<file path="config.mk">
export PLATFORM = sky130hd
export DESIGN_NAME = multi_arm_stepper_position_tracker_top
export DESIGN_NICKNAME = d
export VERILOG_FILES = /design/src/rtl/msp_pkg.sv /design/src/rtl/msp_arm_lane.sv /design/src/rtl/msp_out_reg.sv /design/src/rtl/multi_arm_stepper_position_tracker_top.sv
export SDC_FILE = /design/constraint.sdc
export NUM_CORES = 2
export LEC_CHECK = 0
export BUFFER_PORTS_ARGS = -buffer_cell sky130_fd_sc_hd__buf_2
export CAP_MARGIN = 0
export CORE_AREA = 3 3 346 348
export CTS_CLUSTER_SIZE = 20
export DETAILED_ROUTE_END_ITERATION = 10
export DIE_AREA = 0 0 349 351
export GPL_TIMING_DRIVEN = 0
export HOLD_SLACK_MARGIN = 0.1
export MAX_ROUTING_LAYER = met4
export PLACE_DENSITY = 0.52
export SKIP_LAST_GASP = 1
export SLEW_MARGIN = 5
export SYNTH_ARGS = -nofsm -noshare
export SYNTH_HDL_FRONTEND = slang
export SYNTH_SLANG_ARGS = --single-unit
</file>
<file path="constraint.sdc">
create_clock -name clk -period 9.86 [get_ports clk]
set_clock_uncertainty 0.1 [all_clocks]
set_input_delay 1.479 -clock clk [delete_from_list [all_inputs] [get_ports clk]]
set_output_delay 1.479 -clock clk [all_outputs]
set_load 0.1 [all_outputs]
</file>
<file path="src/rtl/msp_pkg.sv">
// ============================================================================
// msp_pkg: shared types and constants for the stepper position tracker
// Arm count, substep ratio, command codes, lane command/state structs and
// per-arm reset values.
// ============================================================================
package msp_pkg;

  localparam int DIAL_COUNT          = 4;
  localparam int ARM_COUNT           = DIAL_COUNT * 2;
  localparam int ARM_W               = $clog2(ARM_COUNT);
  localparam int SUBSTEPS_PER_DEGREE = 12;
  localparam int FULL_TURN           = 360;

  localparam logic [1:0] MODE_TICK  = 2'd0;
  localparam logic [1:0] MODE_POS   = 2'd1;
  localparam logic [1:0] MODE_SPEED = 2'd2;

  localparam logic [3:0] SUBSTEP_WRAP = 4'(SUBSTEPS_PER_DEGREE);
  localparam logic [8:0] LAST_ANGLE   = 9'(FULL_TURN - 1);

  // Command for one arm lane, built from the registered input item.
  typedef struct packed {
    logic        tick;
    logic        target_wr;
    logic        recalc;
    logic        speed_wr;
    logic [15:0] target_val;
    logic [7:0]  speed_val;
    logic        dir_val;
  } lane_cmd_t;

  // Visible state of one arm after the current item.
  typedef struct packed {
    logic        pulse;
    logic        dir;
    logic [8:0]  angle;
    logic [15:0] remaining;
    logic        arrived;
    logic [7:0]  speed;
  } lane_out_t;

  function automatic logic [15:0] rst_target(logic [ARM_W-1:0] id);
    logic [15:0] v;
    v = 16'd0;
    if (id == ARM_W'(0)) v = 16'd90;
    if (id == ARM_W'(1)) v = 16'd180;
    return v;
  endfunction

  function automatic logic [15:0] rst_remaining(logic [ARM_W-1:0] id);
    logic [31:0] p;
    p = 32'(rst_target(id)) * 32'(SUBSTEPS_PER_DEGREE);
    return p[15:0];
  endfunction

  function automatic logic [7:0] rst_speed(logic [ARM_W-1:0] id);
    return (id == ARM_W'(1)) ? 8'd3 : 8'd2;
  endfunction

  function automatic logic rst_dir(logic [ARM_W-1:0] id);
    return (id == ARM_W'(0) || id == ARM_W'(1)) ? 1'b0 : 1'b1;
  endfunction

endpackage

</file>
<file path="src/rtl/msp_arm_lane.sv">
// ============================================================================
// msp_arm_lane: state and update logic of one stepper arm
// Holds angle, target, remaining steps, substep count, arrived flag, speed
// and direction; applies a step tick or a command.
// ============================================================================
module msp_arm_lane
  import msp_pkg::*;
(
  input  logic             clk,
  input  logic             rst_n,
  input  logic [ARM_W-1:0] lane_id,
  input  lane_cmd_t        cmd,
  output lane_out_t        lane_nxt
);

  logic [8:0]  angle_r,     angle_nxt;
  logic [15:0] target_r,    target_nxt;
  logic [15:0] remaining_r, remaining_nxt;
  logic [3:0]  substep_r,   substep_nxt;
  logic        arrived_r,   arrived_nxt;
  logic [7:0]  speed_r,     speed_nxt;
  logic        dir_r,       dir_nxt;

  logic signed [17:0] diff;
  logic signed [17:0] diff_wrap;
  logic [31:0]        prod;
  logic [15:0]        rem_dec;
  logic [3:0]         sub_inc;
  logic               pulse;

  // Distance to target in degrees, wrapped by at most one turn.
  assign target_nxt = cmd.target_wr ? cmd.target_val : target_r;
  assign diff = $signed({2'b00, target_nxt}) - $signed({9'd0, angle_r});

  always_comb begin
    if (diff < 18'sd0) begin
      diff_wrap = diff + 18'(FULL_TURN);
    end else if (diff >= 18'(FULL_TURN)) begin
      diff_wrap = diff - 18'(FULL_TURN);
    end else begin
      diff_wrap = diff;
    end
  end

  assign prod    = 32'(diff_wrap[15:0]) * 32'(SUBSTEPS_PER_DEGREE);
  assign rem_dec = remaining_r - 16'd1;
  assign sub_inc = substep_r + 4'd1;
  assign pulse   = cmd.tick && (remaining_r != 16'd0);

  always_comb begin
    angle_nxt     = angle_r;
    remaining_nxt = remaining_r;
    substep_nxt   = substep_r;
    arrived_nxt   = arrived_r;
    if (cmd.recalc) begin
      remaining_nxt = prod[15:0];
    end else if (pulse) begin
      remaining_nxt = rem_dec;
      arrived_nxt   = (rem_dec == 16'd0);
      if (sub_inc == SUBSTEP_WRAP) begin
        substep_nxt = 4'd0;
        angle_nxt   = (angle_r >= LAST_ANGLE) ? 9'd0 : angle_r + 9'd1;
      end else begin
        substep_nxt = sub_inc;
      end
    end else if (cmd.tick) begin
      arrived_nxt = 1'b1;
    end
  end

  assign speed_nxt = cmd.speed_wr ? cmd.speed_val : speed_r;
  assign dir_nxt   = cmd.speed_wr ? cmd.dir_val   : dir_r;

  always_ff @(posedge clk) begin
    if (!rst_n) begin
      angle_r     <= 9'd0;
      target_r    <= rst_target(lane_id);
      remaining_r <= rst_remaining(lane_id);
      substep_r   <= 4'd0;
      arrived_r   <= 1'b1;
      speed_r     <= rst_speed(lane_id);
      dir_r       <= rst_dir(lane_id);
    end else begin
      angle_r     <= angle_nxt;
      target_r    <= target_nxt;
      remaining_r <= remaining_nxt;
      substep_r   <= substep_nxt;
      arrived_r   <= arrived_nxt;
      speed_r     <= speed_nxt;
      dir_r       <= dir_nxt;
    end
  end

  assign lane_nxt.pulse     = pulse;
  assign lane_nxt.dir       = dir_nxt;
  assign lane_nxt.angle     = angle_nxt;
  assign lane_nxt.remaining = remaining_nxt;
  assign lane_nxt.arrived   = arrived_nxt;
  assign lane_nxt.speed     = speed_nxt;

endmodule

</file>
<file path="src/rtl/msp_out_reg.sv">
// ============================================================================
// msp_out_reg: result register of the stepper position tracker
// Selects the addressed arm's updated state and holds it until it is taken.
// ============================================================================
module msp_out_reg
  import msp_pkg::*;
(
  input  logic                        clk,
  input  logic                        rst_n,
  input  logic                        load,
  input  logic                        in_range,
  input  logic [ARM_W-1:0]            arm_idx,
  input  lane_out_t [ARM_COUNT-1:0]   lanes,
  input  logic                        out_ready,
  output logic                        out_valid,
  output logic                        out_step_pulse,
  output logic                        out_direction_level,
  output logic [8:0]                  out_arm_angle,
  output logic [15:0]                 out_steps_left,
  output logic                        out_in_position,
  output logic [7:0]                  out_speed_index
);

  logic      valid_r, valid_nxt;
  lane_out_t res_r, res_nxt;

  // An out-of-range dial reports an all-zero result.
  assign res_nxt = in_range ? lanes[arm_idx] : '0;

  always_comb begin
    valid_nxt = valid_r;
    if (load) begin
      valid_nxt = 1'b1;
    end else if (out_ready) begin
      valid_nxt = 1'b0;
    end
  end

  always_ff @(posedge clk) begin
    if (!rst_n) begin
      valid_r <= 1'b0;
    end else begin
      valid_r <= valid_nxt;
    end
  end

  always_ff @(posedge clk) begin
    if (load) begin
      res_r <= res_nxt;
    end
  end

  assign out_valid           = valid_r;
  assign out_step_pulse      = res_r.pulse;
  assign out_direction_level = res_r.dir;
  assign out_arm_angle       = res_r.angle;
  assign out_steps_left      = res_r.remaining;
  assign out_in_position     = res_r.arrived;
  assign out_speed_index     = res_r.speed;

endmodule

</file>
<file path="src/rtl/multi_arm_stepper_position_tracker_top.sv">
// ============================================================================
// multi_arm_stepper_position_tracker_top: step/direction tracker, eight arms
// Input register, eight arm lanes updated in one pass, result register.
// ============================================================================
// The block tracks eight stepper arms, a minute arm and an hour arm on each
// of four dials. A step tick for one arm issues a step pulse with that arm's
// direction while steps remain, counts the step down and advances the angle
// one degree every twelve substeps. A position command sets both target
// angles of one dial and recomputes the remaining steps of all eight arms at
// once; a speed and direction command stores one dial's speed indices and
// direction levels. Every accepted transaction returns exactly one result
// transaction describing the addressed arm after the item, or all zeros for
// a dial number of four or above. One transaction is accepted per clock
// cycle unless the input is stalled; an accepted item is held in the input
// register and then goes through the arm update logic into the result
// register, from which it is offered. The result register holds a finished
// transaction while the next input is already taken, so input stalls only
// when both registers are full.
// ============================================================================
module multi_arm_stepper_position_tracker_top
  import msp_pkg::*;
(
  input  logic        clk,
  input  logic        rst_n,
  input  logic        in_valid,
  output logic        in_ready,
  input  logic [1:0]  in_mode,
  input  logic [7:0]  in_dial,
  input  logic        in_arm_select,
  input  logic [15:0] in_minute_value,
  input  logic [15:0] in_hour_value,
  input  logic        in_minute_direction,
  input  logic        in_hour_direction,
  output logic        out_valid,
  input  logic        out_ready,
  output logic        out_step_pulse,
  output logic        out_direction_level,
  output logic [8:0]  out_arm_angle,
  output logic [15:0] out_steps_left,
  output logic        out_in_position,
  output logic [7:0]  out_speed_index
);

  // Input register.
  logic        s1_valid_r, s1_valid_nxt;
  logic [1:0]  s1_mode_r;
  logic [7:0]  s1_dial_r;
  logic        s1_sel_r;
  logic [15:0] s1_mval_r;
  logic [15:0] s1_hval_r;
  logic        s1_mdir_r;
  logic        s1_hdir_r;

  logic             advance;
  logic             fire;
  logic             in_range;
  logic [ARM_W-1:0] arm_idx;
  logic             do_tick;
  logic             do_pos;
  logic             do_speed;

  lane_cmd_t [ARM_COUNT-1:0] cmds;
  lane_out_t [ARM_COUNT-1:0] lanes;

  // The result register frees up when empty or when its transaction leaves.
  assign advance  = !out_valid || out_ready;
  assign fire     = s1_valid_r && advance;
  assign in_ready = !s1_valid_r || advance;

  always_comb begin
    s1_valid_nxt = s1_valid_r;
    if (in_valid && in_ready) begin
      s1_valid_nxt = 1'b1;
    end else if (fire) begin
      s1_valid_nxt = 1'b0;
    end
  end

  always_ff @(posedge clk) begin
    if (!rst_n) begin
      s1_valid_r <= 1'b0;
    end else begin
      s1_valid_r <= s1_valid_nxt;
    end
  end

  always_ff @(posedge clk) begin
    if (in_valid && in_ready) begin
      s1_mode_r <= in_mode;
      s1_dial_r <= in_dial;
      s1_sel_r  <= in_arm_select;
      s1_mval_r <= in_minute_value;
      s1_hval_r <= in_hour_value;
      s1_mdir_r <= in_minute_direction;
      s1_hdir_r <= in_hour_direction;
    end
  end

  // Decode the registered item. Mode 3 and out-of-range dials touch no state.
  assign in_range = (s1_dial_r < 8'(DIAL_COUNT));
  assign arm_idx  = ARM_W'({s1_dial_r, s1_sel_r});
  assign do_tick  = fire && in_range && (s1_mode_r == MODE_TICK);
  assign do_pos   = fire && in_range && (s1_mode_r == MODE_POS);
  assign do_speed = fire && in_range && (s1_mode_r == MODE_SPEED);

  for (genvar k = 0; k < ARM_COUNT; k++) begin : g_lane
    // Even lanes are minute arms, odd lanes hour arms of dial k/2.
    logic dial_hit;
    assign dial_hit = (s1_dial_r == 8'(k / 2));

    assign cmds[k].tick       = do_tick && (arm_idx == ARM_W'(k));
    assign cmds[k].target_wr  = do_pos && dial_hit;
    assign cmds[k].recalc     = do_pos;
    assign cmds[k].speed_wr   = do_speed && dial_hit;
    assign cmds[k].target_val = ((k % 2) == 1) ? s1_hval_r : s1_mval_r;
    assign cmds[k].speed_val  = ((k % 2) == 1) ? s1_hval_r[7:0] : s1_mval_r[7:0];
    assign cmds[k].dir_val    = ((k % 2) == 1) ? s1_hdir_r : s1_mdir_r;

    msp_arm_lane u_lane (
      .clk      (clk),
      .rst_n    (rst_n),
      .lane_id  (ARM_W'(k)),
      .cmd      (cmds[k]),
      .lane_nxt (lanes[k])
    );
  end

  msp_out_reg u_out (
    .clk                 (clk),
    .rst_n               (rst_n),
    .load                (fire),
    .in_range            (in_range),
    .arm_idx             (arm_idx),
    .lanes               (lanes),
    .out_ready           (out_ready),
    .out_valid           (out_valid),
    .out_step_pulse      (out_step_pulse),
    .out_direction_level (out_direction_level),
    .out_arm_angle       (out_arm_angle),
    .out_steps_left      (out_steps_left),
    .out_in_position     (out_in_position),
    .out_speed_index     (out_speed_index)
  );

endmodule

</file>
# Word-level counts from Yosys, hierarchy flattened
# Cells that the tools add are included.
# word_totals
wordCells	385
input_bits	49
ff_bits	523
output_inout_bits	38
# classes
bitwise	1
n_eq_ne	20
n_reduce_logical	63
magnitude_cmp	26
n_mul	11
mux	137
n_addsub	48
# op_table
cell	n
$mux 16	51
$mux 9	32
$mul 16x2->14 const B	11
$ge 17x10->1 const B	8
$lt 17x1->1 const B	8
$sub 16x9->17	8
$add 16x10->16 const B	8
$logic_not 16->1	8
$reduce_bool 16->1	8
$sub 16x1->16 const B	8
$sub 16x10->16 const B	8
$bmux 36 s3	1
$add 9x1->9 const B	8
$ge 9x9->1 const B	8
$mux 8	8
$mux 1	36
$mux 36	1
$add 4x1->4 const B	8
$eq 4x4->1 const B	8
$mux 4	8
$logic_and 1x1->1	30
$eq 8x2->1 const B	2
$reduce_and 2->1	8
$eq 3x3->1 const B	4
14 further kinds	18

# Longest topological paths before layout
# depth
word_depth	15
depth_mapped	36
ltp_nobuf	31

# Cells and area by module
# A second synthesis with hierarchy kept.
# unflattened
cells_unflattened	5022
hier_area_um2	42334.4
# by_module_without_submodules
mod	instances	cells_per_inst	seq_area_each_um2	area_each_um2
msp_arm_lane at g_lane[0].u_lane ...	6	573	1101.1	4581.9
msp_arm_lane at g_lane[2].u_lane	1	605	1101.1	4789.6
msp_arm_lane at g_lane[6].u_lane	1	599	1101.1	4625.7
msp_out_reg	1	287	1101.1	3759.9
multi_arm_stepper_position_tracker_top	1	93	1371.3	1667.8

# Worst setup path after synthesis
# Ideal clock, no wire load.
# synth_timing
kind	in2reg
start	input out_ready
end	register u_out.res_r (netlist bit u_out.out_steps_left[13]) (data pin)
stages	29
arrival_ns	9.342
t_required_ns	9.495
setup_time_ns	0.265
slack_ns	0.153
n_path_buf	4
path_cell_list	nor2b_1 > nor2_1 > nand3_1 > clkbuf_1 > clkbuf_1 > nand2_1 > nand2_1 > ha_1 > clkbuf_1 > a2111o_1 > o211ai_1 > nand3_1 > xnor2_1 > mux2i_1 > nand4_1 > buf_2 > nor3_1 > nor2_1 > ha_1 > a21oi_1 > o22ai_1 > a221oi_1 > nor3b_1 > o41ai_1 > a21boi_0 > or3_1 > a31oi_1 > mux4_2 > o22ai_2
# synth_between
elab_chain_cells	14
word_cells_on_any_way	115
classes_between	24 x add/sub; 8 x mul; 16 x order compare; 42 x mux; 25 x reduce/logical
# synth_rtl
item	line_no	source
from (decl)	multi_arm_stepper_position_tracker_top.sv:35	input logic out_ready,
$logic_or 1x1->1 *	multi_arm_stepper_position_tracker_top.sv:66	assign advance = !out_valid || out_ready;
$logic_and 1x1->1 *	multi_arm_stepper_position_tracker_top.sv:67	assign fire = s1_valid_r && advance;
named net fire	multi_arm_stepper_position_tracker_top.sv:55	logic fire;
$logic_and 1x1->1 * (2 in series)	multi_arm_stepper_position_tracker_top.sv:103	assign do_pos = fire && in_range && (s1_mode_r == MODE_POS);
$logic_and 1x1->1 *	multi_arm_stepper_position_tracker_top.sv:112	assign cmds[k].target_wr = do_pos && dial_hit;
$mux 16 *	msp_arm_lane.sv:32	assign target_nxt = cmd.target_wr ? cmd.target_val : target_r;
named net g_lane[7].u_lane.target_nxt[6]	msp_arm_lane.sv:17	logic [15:0] target_r, target_nxt;
$sub 16x9->17 *	msp_arm_lane.sv:33	assign diff = $signed({2'b00, target_nxt}) - $signed({9'd0, angle_r});
$sub 16x10->16 / $ge 17x10->1 (equally long branches)	msp_arm_lane.sv:39, msp_arm_lane.sv:38	
$mux 16	msp_arm_lane.sv:38	end else if (diff >= 18'(FULL_TURN)) begin
$mux 16 *	msp_arm_lane.sv:36	if (diff < 18'sd0) begin
$mul 16x2->14 *	msp_arm_lane.sv:45	assign prod = 32'(diff_wrap[15:0]) * 32'(SUBSTEPS_PER_DEGREE);
$mux 16 *	msp_arm_lane.sv:55	if (cmd.recalc) begin
$bmux 36 s3 *	msp_out_reg.sv:28	assign res_nxt = in_range ? lanes[arm_idx] : '0;
$mux 36 (implied by the code) *	msp_out_reg.sv:28	
to (signal assigned)	msp_out_reg.sv:49	res_r <= res_nxt;
to (decl)	msp_out_reg.sv:25	lane_out_t res_r, res_nxt;
# Mark *: on every way through the listed nets, which the timed path passes. The rest lies on a longest branch. The select of a mux whose other input is x is not followed.
# A chain may end at the register's enable or synchronous reset.

# Final worst setup path
# layout_timing
start	input out_ready
end	register u_out.res_r (netlist bit u_out.out_steps_left[13]) (data pin)
# layout_between
elab_chain_cells	14
word_cells_on_any_way	115
classes_between	24 x add/sub; 8 x mul; 16 x order compare; 42 x mux; 25 x reduce/logical
# layout_rtl
item	line_no
$logic_or 1x1->1 *	multi_arm_stepper_position_tracker_top.sv:66
$logic_and 1x1->1 *	multi_arm_stepper_position_tracker_top.sv:67
$logic_and 1x1->1 *	multi_arm_stepper_position_tracker_top.sv:102, multi_arm_stepper_position_tracker_top.sv:103
$logic_and 1x1->1	multi_arm_stepper_position_tracker_top.sv:103
$logic_and 1x1->1	multi_arm_stepper_position_tracker_top.sv:112
$mux 16	msp_arm_lane.sv:32
$sub 16x9->17	msp_arm_lane.sv:33
$sub 16x10->16 / $ge 17x10->1 (equally long branches)	msp_arm_lane.sv:39, msp_arm_lane.sv:38
$mux 16	msp_arm_lane.sv:38
$mux 16	msp_arm_lane.sv:36
$mul 16x2->14	msp_arm_lane.sv:45
$mux 16	msp_arm_lane.sv:55
$bmux 36 s3 *	msp_out_reg.sv:28
$mux 36 (implied by the code) *	msp_out_reg.sv:28
# Every way passes the cells marked *; elsewhere a longest branch is shown, timed or not. The select of a mux whose other input is x is not followed.

==> flow_summary.json <==
{
  "grt_pass1_vias": 38100,
  "clock-root-buffer": "clkbuf_16",
  "die_area_sq_um": 122000,
  "hold_buffers": 0,
  "drv_cap": 2,
  "portBuffers": 86,
  "firstDrtPassIters": 6,
  "gp_congestion": 1.03,
  "syn_nets": 5680,
  "crit_buf_inv": 5,
  "min_path_cells": 2,
  "worst_slack_ns": 0.0981,
  "fin_crit_ns": 9.76,
  "path_delay_family": "compound AO/OA/AOI/OAI gates",
  "p_leak_nw": 18.4,
  "clk_latency_ns": 0.67,
  "rsz0062_at_grt": "true",
  "finalSetupViolCount": 0,
  "place_inst": 7021,
  "cp_data_arrival_time_ns": 10.01,
  "hold_start": "g_lane[0].u_lane.speed_r[3]",
  "r2r_cells": 33,
  "synth.yosys.seq_area_share_pct": 27.6,
  "r2r_end": "u_out.out_steps_left[13]",
  "slowest_delay_ns": 0.56,
  "drt-total-wl_microns": 189000,
  "final_cells": 7167,
  "ios": 87,
  "path_class": "in2reg",
  "cts.htree.levels": 3,
  "min_path_type": "reg2reg",
  "postSynthAreaPerCell_sq_um": 7.57,
  "ys.flop_type": "dfxtp_1",
  "report.power.total_mw": 5.44,
  "grt_max_degree": 46,
  "met1_length_microns": 82400,
  "r2r_slack_ns": 0.35,
  "ant_nets": 0,
  "startpoint_type": "input pin",
  "violations": "max-capacitance violations, max-slew violations",
  "crit_fanout": 10,
  "antenna_found_initial": 27,
  "grt_usage_pct": 30.8,
  "worstPathRequired_ns": 10.11,
  "dieWidth_microns": 349,
  "hold_path_end": "g_lane[0].u_lane.speed_r[3]",
  "rows": 125,
  "cts_max_path_buffers": 3,
  "fin_crit_sh_pct": 99.0,
  "synthCells": 5407,
  "place_area_sq_um": 43400,
  "worst_slew_margin_rel_pct": -0.141,
  "dr.first_iter.drc_count": 4811,
  "synth_edf_count": 81,
  "dp_hpwl_microns": 149000,
  "hold_slack_ns": 0.355,
  "end_kind": "flip-flop",
  "grt_pass1_wl_microns": 268000,
  "route.met2.wl_microns": 82500,
  "fillCellCount": 12100,
  "wl_per_cell_microns": 26.3,
  "tritoncts": "done",
  "slew_viol_final": 10,
  "cts_made_buffers": 68,
  "yosysWarnings": 0,
  "layout-drive-gt1-share_pct": 7.56,
  "synthToLayoutAreaGrowth_pct": 12.5,
  "grt_overflow_total": 0,
  "post-place-ws_ns": -2.31,
  "synthDistinctLibCells": 112,
  "final_common_cell": "nand2_1",
  "cts.reportedPaths.clkPinSlew_ns": 0.06,
  "avgViaCountPerCell": 5.86,
  "final_nets": 5852,
  "synth_seq_cells": 523,
  "drc": 0,
  "initial_core_util_pct": 35.1,
  "die_h_microns": 351,
  "synthArstFlopShare_pct": 0,
  "post-route-util_pct": 39.5,
  "r2r_start": "s1_dial_r[6]",
  "mostFrequentLayoutCells": "nand2_1 (747), nor2_1 (632), dfxtp_1 (442)",
  "routed.top_layer": "met4",
  "max_freq_ghz": 0.102,
  "hold_viol_final": 0,
  "worst_pin_slew_ns": 1.50,
  "synth_area_sq_um": 40900,
  "cts_sinks": 523,
  "ir_drop_mv": 0.111,
  "core_area_sq_um": 117000,
  "slowest_stage": "o21ai_0",
  "wl_met3_microns": 13600,
  "final_cell_area_sq_um": 46100,
  "tns_ns": 0,
  "power_density_nw_per_um2": 118,
  "run_status": "complete, but fails checks",
  "num_vias": 42000
}
## final cells by class
cell class                 count  area (sq um)  area share [%]
inverter                     220           826            1.79
antenna                       11          27.5          0.0598
clock buffer                  99          2040            4.44
clock inverter                24           269           0.584
timing repair buffer         105           606            1.31
sequential                   523         11300            24.5
multi-input combinational   4416         28100            61.0
tap                         1524          1910            4.14
buffer                       245           996            2.16
## synth_stat cells (all sizes together) (27+ instances only)
cell    number  area [sq um]
nand2      749          2810
nor2       637          2410
dfxtp      442          8850
a21oi      427          2140
o21ai      285          1430
xnor2      241          2120
inv        219           822
clkbuf     216           811
ha         208          2600
nor3       201          1030
nand3      151           761
xor2       133          1170
and2       125           782
mux2i      124          1240
or3         86           538
a211oi      83           628
nor4        83           568
edfxtp      81          2430
a31oi       56           350
nand2b      50           313
o31ai       49           378
nor2b       47           294
and3        45           282
a21o        43           323
mux4        43           968
nand4       43           275
or2         35           219
o211ai      33           253
buf         32           155
o21a        32           240
o22ai       29           194
or4         27           206
## where the power goes
group	leakage, nW	internal, mW	total, mW	switching (mW)
clock network	1.13	1.55	2.63	1.08
registers	4.35	2.18	2.20	0.0132
logic	13.0	0.171	0.618	0.447
## worst min-delay path: stages (launching register included)
cell     delay [ns]
dfxtp_1        0.31
nand2_1        0.05
a21oi_1        0.05
## logic make-up after synthesis
logic type	synth area share [%]
buf+inv	4.38
flops	27.6
compound gates	19.7
xor+xnor	8.10
mux	5.74
fa+ha+maj	7.14
simple gates	27.4
## what timing repair did
item / in CTS / in global routing
pin swaps: 5 / 1
setup endpoints to repair: 38 / 13
buffers inserted: 10 / 5
resized for setup: 34 / 42
## state kept, by name, indices dropped and copies added, names as in the netlist, 2 cells and up
name,flops
g_lane.u_lane.angle_r,72
s1_dial_r,8
u_out.out_speed_index,8
u_out.out_steps_left,16
u_out.out_arm_angle,9
s1_mval_r,16
s1_hval_r,16
g_lane.u_lane.target_r,128
g_lane.u_lane.speed_r,64
g_lane.u_lane.arrived_r,8
g_lane.u_lane.remaining_r,128
g_lane.u_lane.substep_r,32
g_lane.u_lane.dir_r,8
s1_mode_r,2
## worst max path at each step
stage / from / endpoint / slack (ns) / depth (start not counted)
after floorplan: out_ready / u_out.out_steps_left[13] / 0.15 / 29
final: out_ready / u_out.out_steps_left[13] / 0.1 / 30
after global placement: out_ready / u_out.out_steps_left[11] / -4.35 / 30
after detailed placement: out_ready / u_out.out_steps_left[13] / -2.31 / 31
after CTS: out_ready / u_out.out_steps_left[13] / -0.14 / 30
after global routing: out_ready / u_out.out_steps_left[13] / -0.21 / 30
## per-layer routing
metal,vias up,track usage (%)
met5,-,-
met4,0,14.0
met3,334,3.64
met2,1738,46.9
met1,20300,40.8
li1,19700,-
Note: power is estimated with default switching activity, not from simulation.
